===== config.mk =====
export PLATFORM = sky130hd
export DESIGN_NAME = roman_numeral_encoder
export DESIGN_NICKNAME = d
export VERILOG_FILES = /design/src/rtl/core/rne_pkg.sv /design/src/rtl/core/rne_datapath.sv /design/src/rtl/core/rne_ctrl.sv /design/src/rtl/core/roman_numeral_encoder.sv
export SDC_FILE = /design/constraint.sdc
export NUM_CORES = 1
export LEC_CHECK = 0
export BUFFER_PORTS_ARGS = -buffer_cell sky130_fd_sc_hd__buf_2
export CELL_PAD_IN_SITES_DETAIL_PLACEMENT = 1
export CELL_PAD_IN_SITES_GLOBAL_PLACEMENT = 1
export CORE_MARGIN = 4
export CORE_UTILIZATION = 35
export DETAILED_ROUTE_END_ITERATION = 16
export GPL_ROUTABILITY_DRIVEN = 0
export GPL_TIMING_DRIVEN = 0
export PLACE_DENSITY_LB_ADDON = 0.08
export SLEW_MARGIN = 25
export SYNTH_ARGS = -nofsm -noshare
export SYNTH_HDL_FRONTEND = slang
export SYNTH_SLANG_ARGS = --single-unit

===== constraint.sdc =====
create_clock -name clk -period 4.95 [get_ports clk]
set_input_delay 0.99 -clock clk [delete_from_list [all_inputs] [get_ports clk]]
set_output_delay 0.99 -clock clk [all_outputs]
set_load 0.005 [all_outputs]

===== src/rtl/core/rne_pkg.sv =====
`timescale 1ns / 1ps

package rne_pkg;

    // Field widths
    localparam int NUM_W    = 13;
    localparam int VAL_W    = 12;
    localparam int LETTER_W = 8;

    // Greedy table
    localparam int TABLE_LEN = 13;
    localparam int IDX_W     = 4;

    // Largest value that still has a numeral is one below this
    localparam logic [VAL_W-1:0] RN_LIMIT = 12'd4000;

    typedef logic [IDX_W-1:0]    idx_t;
    typedef logic [VAL_W-1:0]    val_t;
    typedef logic [LETTER_W-1:0] letter_t;

    localparam letter_t NO_LETTER = 8'h00;

    localparam val_t RN_VALUE [TABLE_LEN] = '{
        12'd1000, 12'd900, 12'd500, 12'd400, 12'd100, 12'd90, 12'd50,
        12'd40,   12'd10,  12'd9,   12'd5,   12'd4,   12'd1
    };
    localparam letter_t RN_FIRST [TABLE_LEN] = '{
        8'h4D, 8'h43, 8'h44, 8'h43, 8'h43, 8'h58, 8'h4C,
        8'h58, 8'h58, 8'h49, 8'h56, 8'h49, 8'h49
    };
    localparam letter_t RN_SECOND [TABLE_LEN] = '{
        NO_LETTER, 8'h4D, NO_LETTER, 8'h44, NO_LETTER, 8'h43, NO_LETTER,
        8'h4C,     NO_LETTER, 8'h58, NO_LETTER, 8'h56, NO_LETTER
    };

    // Result status codes
    typedef enum logic [1:0] {
        ST_LETTER = 2'd0,
        ST_EMPTY  = 2'd1,
        ST_RANGE  = 2'd2
    } status_t;

    // Controller to datapath
    typedef struct packed {
        logic load;   // capture a new number
        logic emit;   // produce one result beat
    } cmd_t;

    // Datapath to controller
    typedef struct packed {
        logic out_free;   // output register can take a beat this cycle
        logic run_done;   // the beat being produced closes the run
    } stat_t;

    // First table entry not larger than the value; the ones entry as fallback
    function automatic idx_t rn_pick(input val_t rem);
        idx_t idx;
        idx = idx_t'(TABLE_LEN - 1);
        for (int i = TABLE_LEN - 1; i >= 0; i--) begin
            if (RN_VALUE[i] <= rem) begin
                idx = idx_t'(i);
            end
        end
        return idx;
    endfunction

endpackage


===== src/rtl/core/rne_datapath.sv =====
`timescale 1ns / 1ps

module rne_datapath (
    input  logic                               clk,
    input  logic                               rst_n,
    input  rne_pkg::cmd_t                      cmd,
    output rne_pkg::stat_t                     stat,
    input  logic signed [rne_pkg::NUM_W-1:0]   number_in,
    input  logic                               out_stall,
    output logic                               out_valid,
    output logic [rne_pkg::LETTER_W-1:0]       letter,
    output logic [1:0]                         status,
    output logic                               last
);

    // Run state
    rne_pkg::val_t    rem_reg, rem_next;
    logic             sec_pend_reg, sec_pend_next;
    rne_pkg::letter_t sec_letter_reg, sec_letter_next;
    rne_pkg::status_t kind_reg, kind_next;

    // Output beat register
    logic             out_valid_reg, out_valid_next;
    rne_pkg::letter_t letter_reg, letter_next;
    rne_pkg::status_t status_reg, status_next;
    logic             last_reg, last_next;

    // Table lookup for the current remainder
    rne_pkg::idx_t    idx;
    rne_pkg::val_t    rem_sub;
    rne_pkg::letter_t second;

    assign idx     = rne_pkg::rn_pick(rem_reg);
    assign rem_sub = rem_reg - rne_pkg::RN_VALUE[idx];
    assign second  = rne_pkg::RN_SECOND[idx];

    // Next beat, from run state only
    always_comb
    begin
        if (kind_reg != rne_pkg::ST_LETTER) begin
            // zero or out of range: one flagged beat, no letter
            letter_next = rne_pkg::NO_LETTER;
            status_next = kind_reg;
            last_next   = 1'b1;
        end else if (sec_pend_reg) begin
            letter_next = sec_letter_reg;
            status_next = rne_pkg::ST_LETTER;
            last_next   = (rem_reg == '0);
        end else begin
            letter_next = rne_pkg::RN_FIRST[idx];
            status_next = rne_pkg::ST_LETTER;
            last_next   = (second == rne_pkg::NO_LETTER) && (rem_sub == '0);
        end
    end

    // Run bookkeeping
    always_comb
    begin
        rem_next        = rem_reg;
        sec_pend_next   = sec_pend_reg;
        sec_letter_next = sec_letter_reg;
        kind_next       = kind_reg;

        if (cmd.load) begin
            rem_next        = number_in[rne_pkg::VAL_W-1:0];
            sec_pend_next   = 1'b0;
            sec_letter_next = rne_pkg::NO_LETTER;
            if (number_in[rne_pkg::NUM_W-1] ||
                number_in[rne_pkg::VAL_W-1:0] >= rne_pkg::RN_LIMIT) begin
                kind_next = rne_pkg::ST_RANGE;
            end else if (number_in[rne_pkg::VAL_W-1:0] == '0) begin
                kind_next = rne_pkg::ST_EMPTY;
            end else begin
                kind_next = rne_pkg::ST_LETTER;
            end
        end

        if (cmd.emit && !cmd.load) begin
            if (kind_reg == rne_pkg::ST_LETTER) begin
                if (sec_pend_reg) begin
                    sec_pend_next = 1'b0;
                end else begin
                    rem_next        = rem_sub;
                    sec_pend_next   = (second != rne_pkg::NO_LETTER);
                    sec_letter_next = second;
                end
            end
        end
    end

    // Output valid: set on a new beat, cleared once taken
    always_comb
    begin
        if (cmd.emit) begin
            out_valid_next = 1'b1;
        end else if (!out_stall) begin
            out_valid_next = 1'b0;
        end else begin
            out_valid_next = out_valid_reg;
        end
    end

    always_ff @(posedge clk or negedge rst_n)
    begin
        if (!rst_n) begin
            out_valid_reg <= 1'b0;
            kind_reg      <= rne_pkg::ST_LETTER;
            rem_reg       <= '0;
            sec_pend_reg  <= 1'b0;
        end else begin
            out_valid_reg <= out_valid_next;
            kind_reg      <= kind_next;
            rem_reg       <= rem_next;
            sec_pend_reg  <= sec_pend_next;
        end
    end

    // Payload registers
    always_ff @(posedge clk)
    begin
        sec_letter_reg <= sec_letter_next;
        if (cmd.emit) begin
            letter_reg <= letter_next;
            status_reg <= status_next;
            last_reg   <= last_next;
        end
    end

    assign stat.out_free = !out_valid_reg || !out_stall;
    assign stat.run_done = last_next;

    assign out_valid = out_valid_reg;
    assign letter    = letter_reg;
    assign status    = status_reg;
    assign last      = last_reg;

endmodule


===== src/rtl/core/rne_ctrl.sv =====
`timescale 1ns / 1ps

module rne_ctrl (
    input  logic            clk,
    input  logic            rst_n,
    input  logic            in_valid,
    output logic            in_stall,
    input  rne_pkg::stat_t  stat,
    output rne_pkg::cmd_t   cmd
);

    typedef enum logic [1:0] {
        S_IDLE = 2'b01,
        S_RUN  = 2'b10
    } state_t;

    state_t state_reg, state_next;

    // Sequencing: take a number in idle, then one beat per free output slot
    always_comb
    begin
        state_next = state_reg;
        cmd.load   = 1'b0;
        cmd.emit   = 1'b0;
        unique case (state_reg)
            S_IDLE:
            begin
                if (in_valid) begin
                    cmd.load   = 1'b1;
                    state_next = S_RUN;
                end
            end
            S_RUN:
            begin
                if (stat.out_free) begin
                    cmd.emit = 1'b1;
                    if (stat.run_done) begin
                        state_next = S_IDLE;
                    end
                end
            end
            default:
            begin
                state_next = S_IDLE;
            end
        endcase
    end

    always_ff @(posedge clk or negedge rst_n)
    begin
        if (!rst_n) begin
            state_reg <= S_IDLE;
        end else begin
            state_reg <= state_next;
        end
    end

    assign in_stall = (state_reg != S_IDLE);

endmodule


===== src/rtl/core/roman_numeral_encoder.sv =====
`timescale 1ns / 1ps

// Roman numeral encoder.
// Input channel: number_in (13-bit signed) with in_valid / in_stall. A beat is
// taken on a clock edge with in_valid high and in_stall low.
// Output channel: letter (ASCII), status and last with out_valid / out_stall.
// One input gives a run of letter beats, last set on the final one. Zero
// gives one beat with status empty; negative or 4000 and above gives one
// beat with status out of range; both with letter 0 and last set.
// The first beat enters the output register from the run state after the load.
// Throughput: one result beat per cycle from the greedy table step while the
// output is not stalled; the number itself is taken in the idle state first.
// in_stall is high from the cycle after a number is taken until the cycle
// after its last beat is loaded into the output register.
// A stall on the output freezes the run; the waiting beat holds steady.
// Reset (rst_n low, asynchronous) empties the output register and returns
// the block to idle, ready for a number.
module roman_numeral_encoder (
    input  logic                              clk,
    input  logic                              rst_n,
    input  logic                              in_valid,
    output logic                              in_stall,
    input  logic signed [rne_pkg::NUM_W-1:0]  number_in,
    output logic                              out_valid,
    input  logic                              out_stall,
    output logic [rne_pkg::LETTER_W-1:0]      letter,
    output logic [1:0]                        status,
    output logic                              last
);

    rne_pkg::cmd_t  cmd;
    rne_pkg::stat_t stat;

    rne_ctrl u_ctrl (
        .clk      (clk),
        .rst_n    (rst_n),
        .in_valid (in_valid),
        .in_stall (in_stall),
        .stat     (stat),
        .cmd      (cmd)
    );

    rne_datapath u_datapath (
        .clk       (clk),
        .rst_n     (rst_n),
        .cmd       (cmd),
        .stat      (stat),
        .number_in (number_in),
        .out_stall (out_stall),
        .out_valid (out_valid),
        .letter    (letter),
        .status    (status),
        .last      (last)
    );

endmodule


==> results.json, run 1 <==
{
  "io_pins": 30,
  "drt_pass1_iterations": 4,
  "rsz0062_at_grt": "false",
  "synthTopCellsByArea": "dfrtp_1, edfxtp_1, ha_1, a21oi_1, dfxtp_1",
  "ff2ff_path_depth": 19,
  "antenna_found_initial": 0,
  "clockBufferDepth": 2,
  "cts_root_buffer": "clkbuf_8",
  "yosys_warnings": 0,
  "grt_overflow": 0,
  "cpMaxStageDelayCell": "dfrtp_2",
  "final_net_count": 406,
  "clkTransAtPathRegs_ns": 0.08,
  "coreArea_sq_mm": 0.00773,
  "dpl-instance-area_sq_mm": 0.00305,
  "synthFlopType": "dfrtp_1",
  "fp.dieW_um": 97.0,
  "cts_tree": "yes",
  "cts-buffers-inserted": 5,
  "synth_top_area_share_pct": 15.3,
  "critical_path_class": "register to register",
  "vias": 2710,
  "skew_ns": 0.00478,
  "power_density_mw_per_mm2": 839,
  "htreeDepth": 2,
  "vias_per_cell": 5.71,
  "post-place-ws_ns": -0.390,
  "grt_pass1_wl_mm": 14.4,
  "synth.distinct_cells": 61,
  "outcome": "completed",
  "io_buffers": 29,
  "layoutNonFillerInstCount": 475,
  "fin_total_pwr_mw": 2.87,
  "synth.most_common_cell": "a21oi_1",
  "r2r-start": "u_datapath.rem_reg[11]$_DFF_PN0_",
  "start_util_pct": 35.9,
  "die-area_sq_mm": 0.00941,
  "worst_pin_slew_ns": 0.749,
  "drv_slew": 0,
  "crit_fanout": 5,
  "drc": 0,
  "critPathLaunch": "u_datapath.rem_reg[11]$_DFF_PN0_",
  "std_cell_rows": 32,
  "drv_cap": 0,
  "die_y_um": 97.0,
  "critPathMaxStageDelay_ns": 0.46,
  "syn_area_per_cell_sq_um": 8.61,
  "ff2ff_setup_slack_ns": 0.30,
  "cp_data_arrival_time_ns": 4.79,
  "tns_ns": 0,
  "drive_above_1_share_pct": 24.7,
  "finish.instance_area_sq_mm": 0.00342,
  "synth_edf_count": 11,
  "hpwl_mm": 6.75,
  "p_leak_nw": 1.38,
  "timing.fmax_ghz": 0.215,
  "largest_reg_flops": 12,
  "synth_area_sq_mm": 0.00277,
  "hold_path.class": "register to register",
  "ir_worst_vdd_uv": 413,
  "startpoint_type": "register",
  "worstPathCellList": "or3_4 > a2111oi_4 > o21ai_2 > buf_4 > o2111ai_4 > a21boi_4 > inv_2 > ha_1 > nand2_1 > a21oi_1 > inv_1 > ha_1 > or2_1 > o221ai_2 > a211oi_2 > or3_1 > a211oi_2 > nand4_1 > o211ai_1",
  "grt_max_degree": 19,
  "worst_setup_path_end_kind": "register",
  "setup_ws_ns": 0.297,
  "routed_wl_mm": 8.91,
  "synth_top_cells_by_count": "a21oi_1, nand2_1, o21ai_0, nor2_1",
  "r2r-end": "u_datapath.last$_DFFE_PP_",
  "avgRoutedWirePerCell_um": 18.8,
  "dp_cells": 453,
  "hold_violations": 0,
  "ant_nets": 0,
  "hold_buffers": 0,
  "fillers": 933,
  "fin_crit_sh_pct": 94.0,
  "syn-num-nets": 356,
  "cp_data_required_time_ns": 5.08,
  "endpoint": "u_datapath.last$_DFFE_PP_",
  "yosys.area.top_type": "dfrtp_1",
  "diodes": 0,
  "seq_area_frac_synth_pct": 34.0,
  "drt-initial-drc-count": 101,
  "finalSetupViolations": 0,
  "track_usage_pct": 19.1,
  "max_slew_margin_pct": 50.1,
  "async_flop_share_pct": 48.6,
  "syn_to_final_growth_pct": 23.4,
  "grt_pass1_vias": 2684,
  "min_period_ns": 4.65,
  "cts_num_sinks": 37,
  "syn_inst": 322,
  "synth_seq_cells": 37,
  "clk_latency_ns": 0.29
}
power breakdown:
part	switching (mW)	leakage (nW)	internal (mW)
combinational	1.18	0.934	0.810
sequential	0.126	0.379	0.428
clock	0.126	0.0687	0.203
area by class of cell:
class	count	area, sq um	share of cell area [%]
Buffer	15	61.3	1.79
Clock buffer	5	68.8	2.01
Clock inverter	3	68.8	2.01
Inverter	13	51.3	1.50
Multi-Input combinational cell	257	1850	54.0
Sequential cell	37	946	27.6
Tap cell	102	128	3.73
Timing Repair Buffer	43	250	7.31
worst max-delay path, delay by kind of cell, from the launching register on:
kind	cells	cell delay, ns
buffers and inverters	3	0.38
and+or+nand+nor	5	1.35
AOI/OAI and AO/OA	9	1.87
adders and majority gates	2	0.44
DFF	1	0.46
layout by cell type (no fill, tap or decap), drive strengths merged, types with 4 or more instances in the layout:
cell type	instances
mux2i	11
a211oi	5
dfxtp	8
o211ai	5
a21oi	34
nor3	9
nor2b	4
nand3	17
clkbuf	17
nand4	5
and3	4
buf	46
inv	14
mux2	5
xnor2	4
nor2	19
nand2	33
dfrtp	17
edfxtp	11
nor4	4
or3	4
ha	16
o21ai	24
nand2b	7
metrics by stage:
stage	util, %	hold slack, ns
final	44.3	0.464
after global routing	44.3	0.491
after CTS	41.9	0.465
after detailed placement	39.5	0.454
after global placement	39.4	0.448
after floorplan	-	0.436
logic make-up (layout without fill, tap and decap cells):
logic type / Yosys count / after routing / synth area share, %
adders and majority gates: 17 / 17 / 7.94
xor gates and xnor gates: 4 / 4 / 1.26
DFF: 37 / 37 / 34.0
muxes: 16 / 16 / 6.14
buffers and inverters: 28 / 79 / 3.84
AOI/OAI and AO/OA: 101 / 101 / 24.7
and+or+nand+nor: 119 / 119 / 22.2
metal layers:
layer  track usage [%]  vias to the layer above  routed length, um
met1              24.1                     1350               3930
met4              6.59                        0                178
met5                 0                        -                  0
li1                  -                     1304                  -
met2              32.6                       42               4590
met3              3.32                       14                210
timing repair:
| action | CTS | global route |
|---|---|---|
| resized for setup | 8 | 27 |
| setup endpoints to repair | 3 | 3 |
| buffers inserted | 1 | 13 |
| pin swaps | 1 | 9 |
worst min path at each step:
| stage | slack (ns) | end | start | cells past startpoint |
|---|---|---|---|---|
| 2_1_floorplan | 0.44 | u_datapath.sec_letter_reg[1]$_DFF_P_ | u_datapath.sec_letter_reg[1]$_DFF_P_ | 2 |
| 3_3_place_gp | 0.45 | u_datapath.sec_letter_reg[1]$_DFF_P_ | u_datapath.sec_letter_reg[1]$_DFF_P_ | 2 |
| 3_5_place_dp | 0.45 | u_datapath.sec_letter_reg[1]$_DFF_P_ | u_datapath.sec_letter_reg[1]$_DFF_P_ | 2 |
| 4_1_cts | 0.47 | u_datapath.sec_letter_reg[1]$_DFF_P_ | u_datapath.sec_letter_reg[1]$_DFF_P_ | 2 |
| 5_1_grt | 0.49 | u_datapath.sec_letter_reg[1]$_DFF_P_ | u_datapath.sec_letter_reg[1]$_DFF_P_ | 2 |
| 6_report | 0.46 | u_datapath.sec_letter_reg[1]$_DFF_P_ | u_datapath.sec_letter_reg[1]$_DFF_P_ | 2 |
Note: power is estimated with default switching activity, not from simulation.
==> run 2, diff against run 1 <==
--- a/config.mk
+++ b/config.mk
@@ -14,6 +14,7 @@
 export GPL_ROUTABILITY_DRIVEN = 0
 export GPL_TIMING_DRIVEN = 0
 export PLACE_DENSITY_LB_ADDON = 0.08
+export REMOVE_ABC_BUFFERS = 1
 export SLEW_MARGIN = 25
 export SYNTH_ARGS = -nofsm -noshare
 export SYNTH_HDL_FRONTEND = slang
==> run 2 against run 1 <==
Net effect:
- clock skew grew 0.0012 ns
- largest power group unchanged
- critical endpoint is now u_ctrl.state_reg[1]$_DFFE_PN0P_
- design area shrank 3.7%
- sequential power grew 11%
- count of clock-buffer cells in the layout is the same
- non-clock buffer count shrank 21
- fmax shrank 2.1%
==> results.json, run 2 (synthesis results as in run 1) <==
{
  "hold_path.class": "register to register",
  "critPathMaxStageDelay_ns": 0.47,
  "die-area_sq_mm": 0.00941,
  "skew_ns": 0.00601,
  "hpwl_mm": 6.13,
  "std_cell_rows": 32,
  "worst_pin_slew_ns": 0.742,
  "cp.depth": 19,
  "ff2ff_setup_slack_ns": 0.20,
  "final_cell_mix": "nand2_1, a21oi_1, buf_2, o21ai_0, nor2_1",
  "hold_buffers": 0,
  "htreeDepth": 2,
  "net-switching-power_mw": 1.35,
  "setup_ws_ns": 0.195,
  "die_y_um": 97.0,
  "vias_per_cell": 5.49,
  "clk_latency_ns": 0.30,
  "grt_overflow": 0,
  "power.internal_mw": 1.36,
  "track_usage_pct": 17.6,
  "startpoint_type": "register",
  "worst_setup_path_end_kind": "register",
  "layout_commonest_cell": "nand2_1",
  "start_util_pct": 35.9,
  "drv_slew": 0,
  "power_density_mw_per_mm2": 823,
  "fp.dieW_um": 97.0,
  "r2r-end": "u_ctrl.state_reg[1]$_DFFE_PN0P_",
  "clkPwrFrac_pct": 12.1,
  "drc": 0,
  "finish.instance_area_sq_mm": 0.00330,
  "coreArea_sq_mm": 0.00773,
  "critPathLaunch": "u_datapath.rem_reg[11]$_DFF_PN0_",
  "min_from": "u_datapath.sec_letter_reg[1]$_DFF_P_",
  "cts_root_buffer": "clkbuf_8",
  "io_buffers": 29,
  "hold_violations": 0,
  "io_pins": 30,
  "crit_fanout": 6,
  "drt-initial-drc-count": 51,
  "endpoint": "u_ctrl.state_reg[1]$_DFFE_PN0P_",
  "ff2ff_path_depth": 19,
  "routed_wl_mm": 8.13,
  "ant_nets": 0,
  "drv_cap": 0,
  "grt_pass1_wl_mm": 13.5,
  "timing.fmax_ghz": 0.210,
  "r2r-start": "u_datapath.rem_reg[11]$_DFF_PN0_",
  "crit_family": "compound AO/OA/AOI/OAI gates",
  "grt_max_degree": 40,
  "avgRoutedWirePerCell_um": 17.9,
  "largest_reg_flops": 12,
  "final_net_count": 385,
  "ir_worst_vdd_uv": 474,
  "drive_above_1_share_pct": 22.4,
  "cp_data_arrival_time_ns": 4.95,
  "cp_data_required_time_ns": 5.15,
  "clkTransAtPathRegs_ns": 0.08,
  "min_period_ns": 4.75,
  "syn_to_final_growth_pct": 18.9,
  "clockBufferDepth": 2,
  "cts-buffers-inserted": 5,
  "vias": 2491,
  "power.switching_fraction_pct": 49.8,
  "p_leak_nw": 1.33,
  "diodes": 0,
  "cp_num_buf_inv": 2,
  "antenna_found_initial": 0,
  "drt_pass1_iterations": 4,
  "max_slew_margin_pct": 50.5,
  "finalSetupViolations": 0,
  "grt_pass1_vias": 2569,
  "cpMaxStageDelayCell": "dfrtp_2",
  "power_frac_seq_pct": 22.6,
  "combPwrFrac_pct": 65.3,
  "fillers": 942,
  "cts_tree": "yes",
  "fin_crit_sh_pct": 96.1,
  "dpl-instance-area_sq_mm": 0.00302,
  "critical_path_class": "register to register",
  "outcome": "completed",
  "post-place-ws_ns": -0.408,
  "worstPathCellList": "or3_4 > a2111oi_4 > o21ai_2 > o21bai_1 > a21oi_2 > inv_2 > ha_1 > nor2_1 > nor2_1 > ha_1 > fa_1 > nor2b_2 > o2111ai_4 > a21o_1 > a211o_1 > nor4b_4 > nand4_1 > buf_4 > a21o_1",
  "cts_num_sinks": 37
}
run 2: cell type report:
class	count	area, sq um	share of cell area, %
Multi-Input combinational cell	257	1820	55.2
Sequential cell	37	947	28.7
Timing Repair Buffer	37	216	6.57
Tap cell	102	128	3.87
Clock buffer	5	68.8	2.09
Clock inverter	3	68.8	2.09
Inverter	13	48.8	1.48
run 2: routing by layer:
layer / GRT usage, % / share of wire (%)
met2: 29.9 / 49
met5: 0 / 0
met3: 2.52 / 2.1
met4: 4.97 / 1.2
met1: 23.2 / 47
run 2: power by group through the flow:
stage	clock (mW)	combinational [mW]	sequential (mW)
floorplan	0	1.22	0.551
global placement	0	1.57	0.602
detailed placement	0	1.62	0.604
CTS	0.337	1.66	0.612
global route	0.345	1.99	0.635
finish	0.327	1.77	0.614
run 2: worst reg2reg max path: cells and delay by family, from the launching register on:
kind	cells	cell delay, ns
buffers and inverters	2	0.29
adders and majority gates	3	0.99
AOI/OAI and AO/OA	8	1.65
DFF	1	0.47
and+or+nand+nor	6	1.25
run 2: stage by stage:
| step | setup TNS, ns | instances | power, mW | hold WS, ns | util (%) |
|---|---|---|---|---|---|
| finish | 0 | 454 | 2.71 | 0.464 | 42.7 |
| global route | -0.0532 | 454 | 2.97 | 0.488 | 42.7 |
| CTS | 0 | 449 | 2.61 | 0.475 | 41.5 |
| detailed placement | -1.03 | 440 | 2.22 | 0.463 | 39.1 |
| global placement | -1.01 | 438 | 2.17 | 0.448 | 38.7 |
| floorplan | 0 | 307 | 1.77 | 0.436 | - |
run 2: worst min path at each step:
stage                                      endpoint  cells after the start
3_3_place_gp   u_datapath.sec_letter_reg[1]$_DFF_P_                      2
5_1_grt        u_datapath.sec_letter_reg[5]$_DFF_P_                      1
3_5_place_dp   u_datapath.sec_letter_reg[1]$_DFF_P_                      2
2_1_floorplan  u_datapath.sec_letter_reg[1]$_DFF_P_                      2
6_report       u_datapath.sec_letter_reg[1]$_DFF_P_                      2
4_1_cts        u_datapath.sec_letter_reg[1]$_DFF_P_                      2
run 2: timing repair:
action | 4_1_cts | 5_1_grt
setup endpoints to repair | 3 | 3
buffers inserted | 1 | 5
resized for setup | 10 | 12
pin swaps | 1 | 2
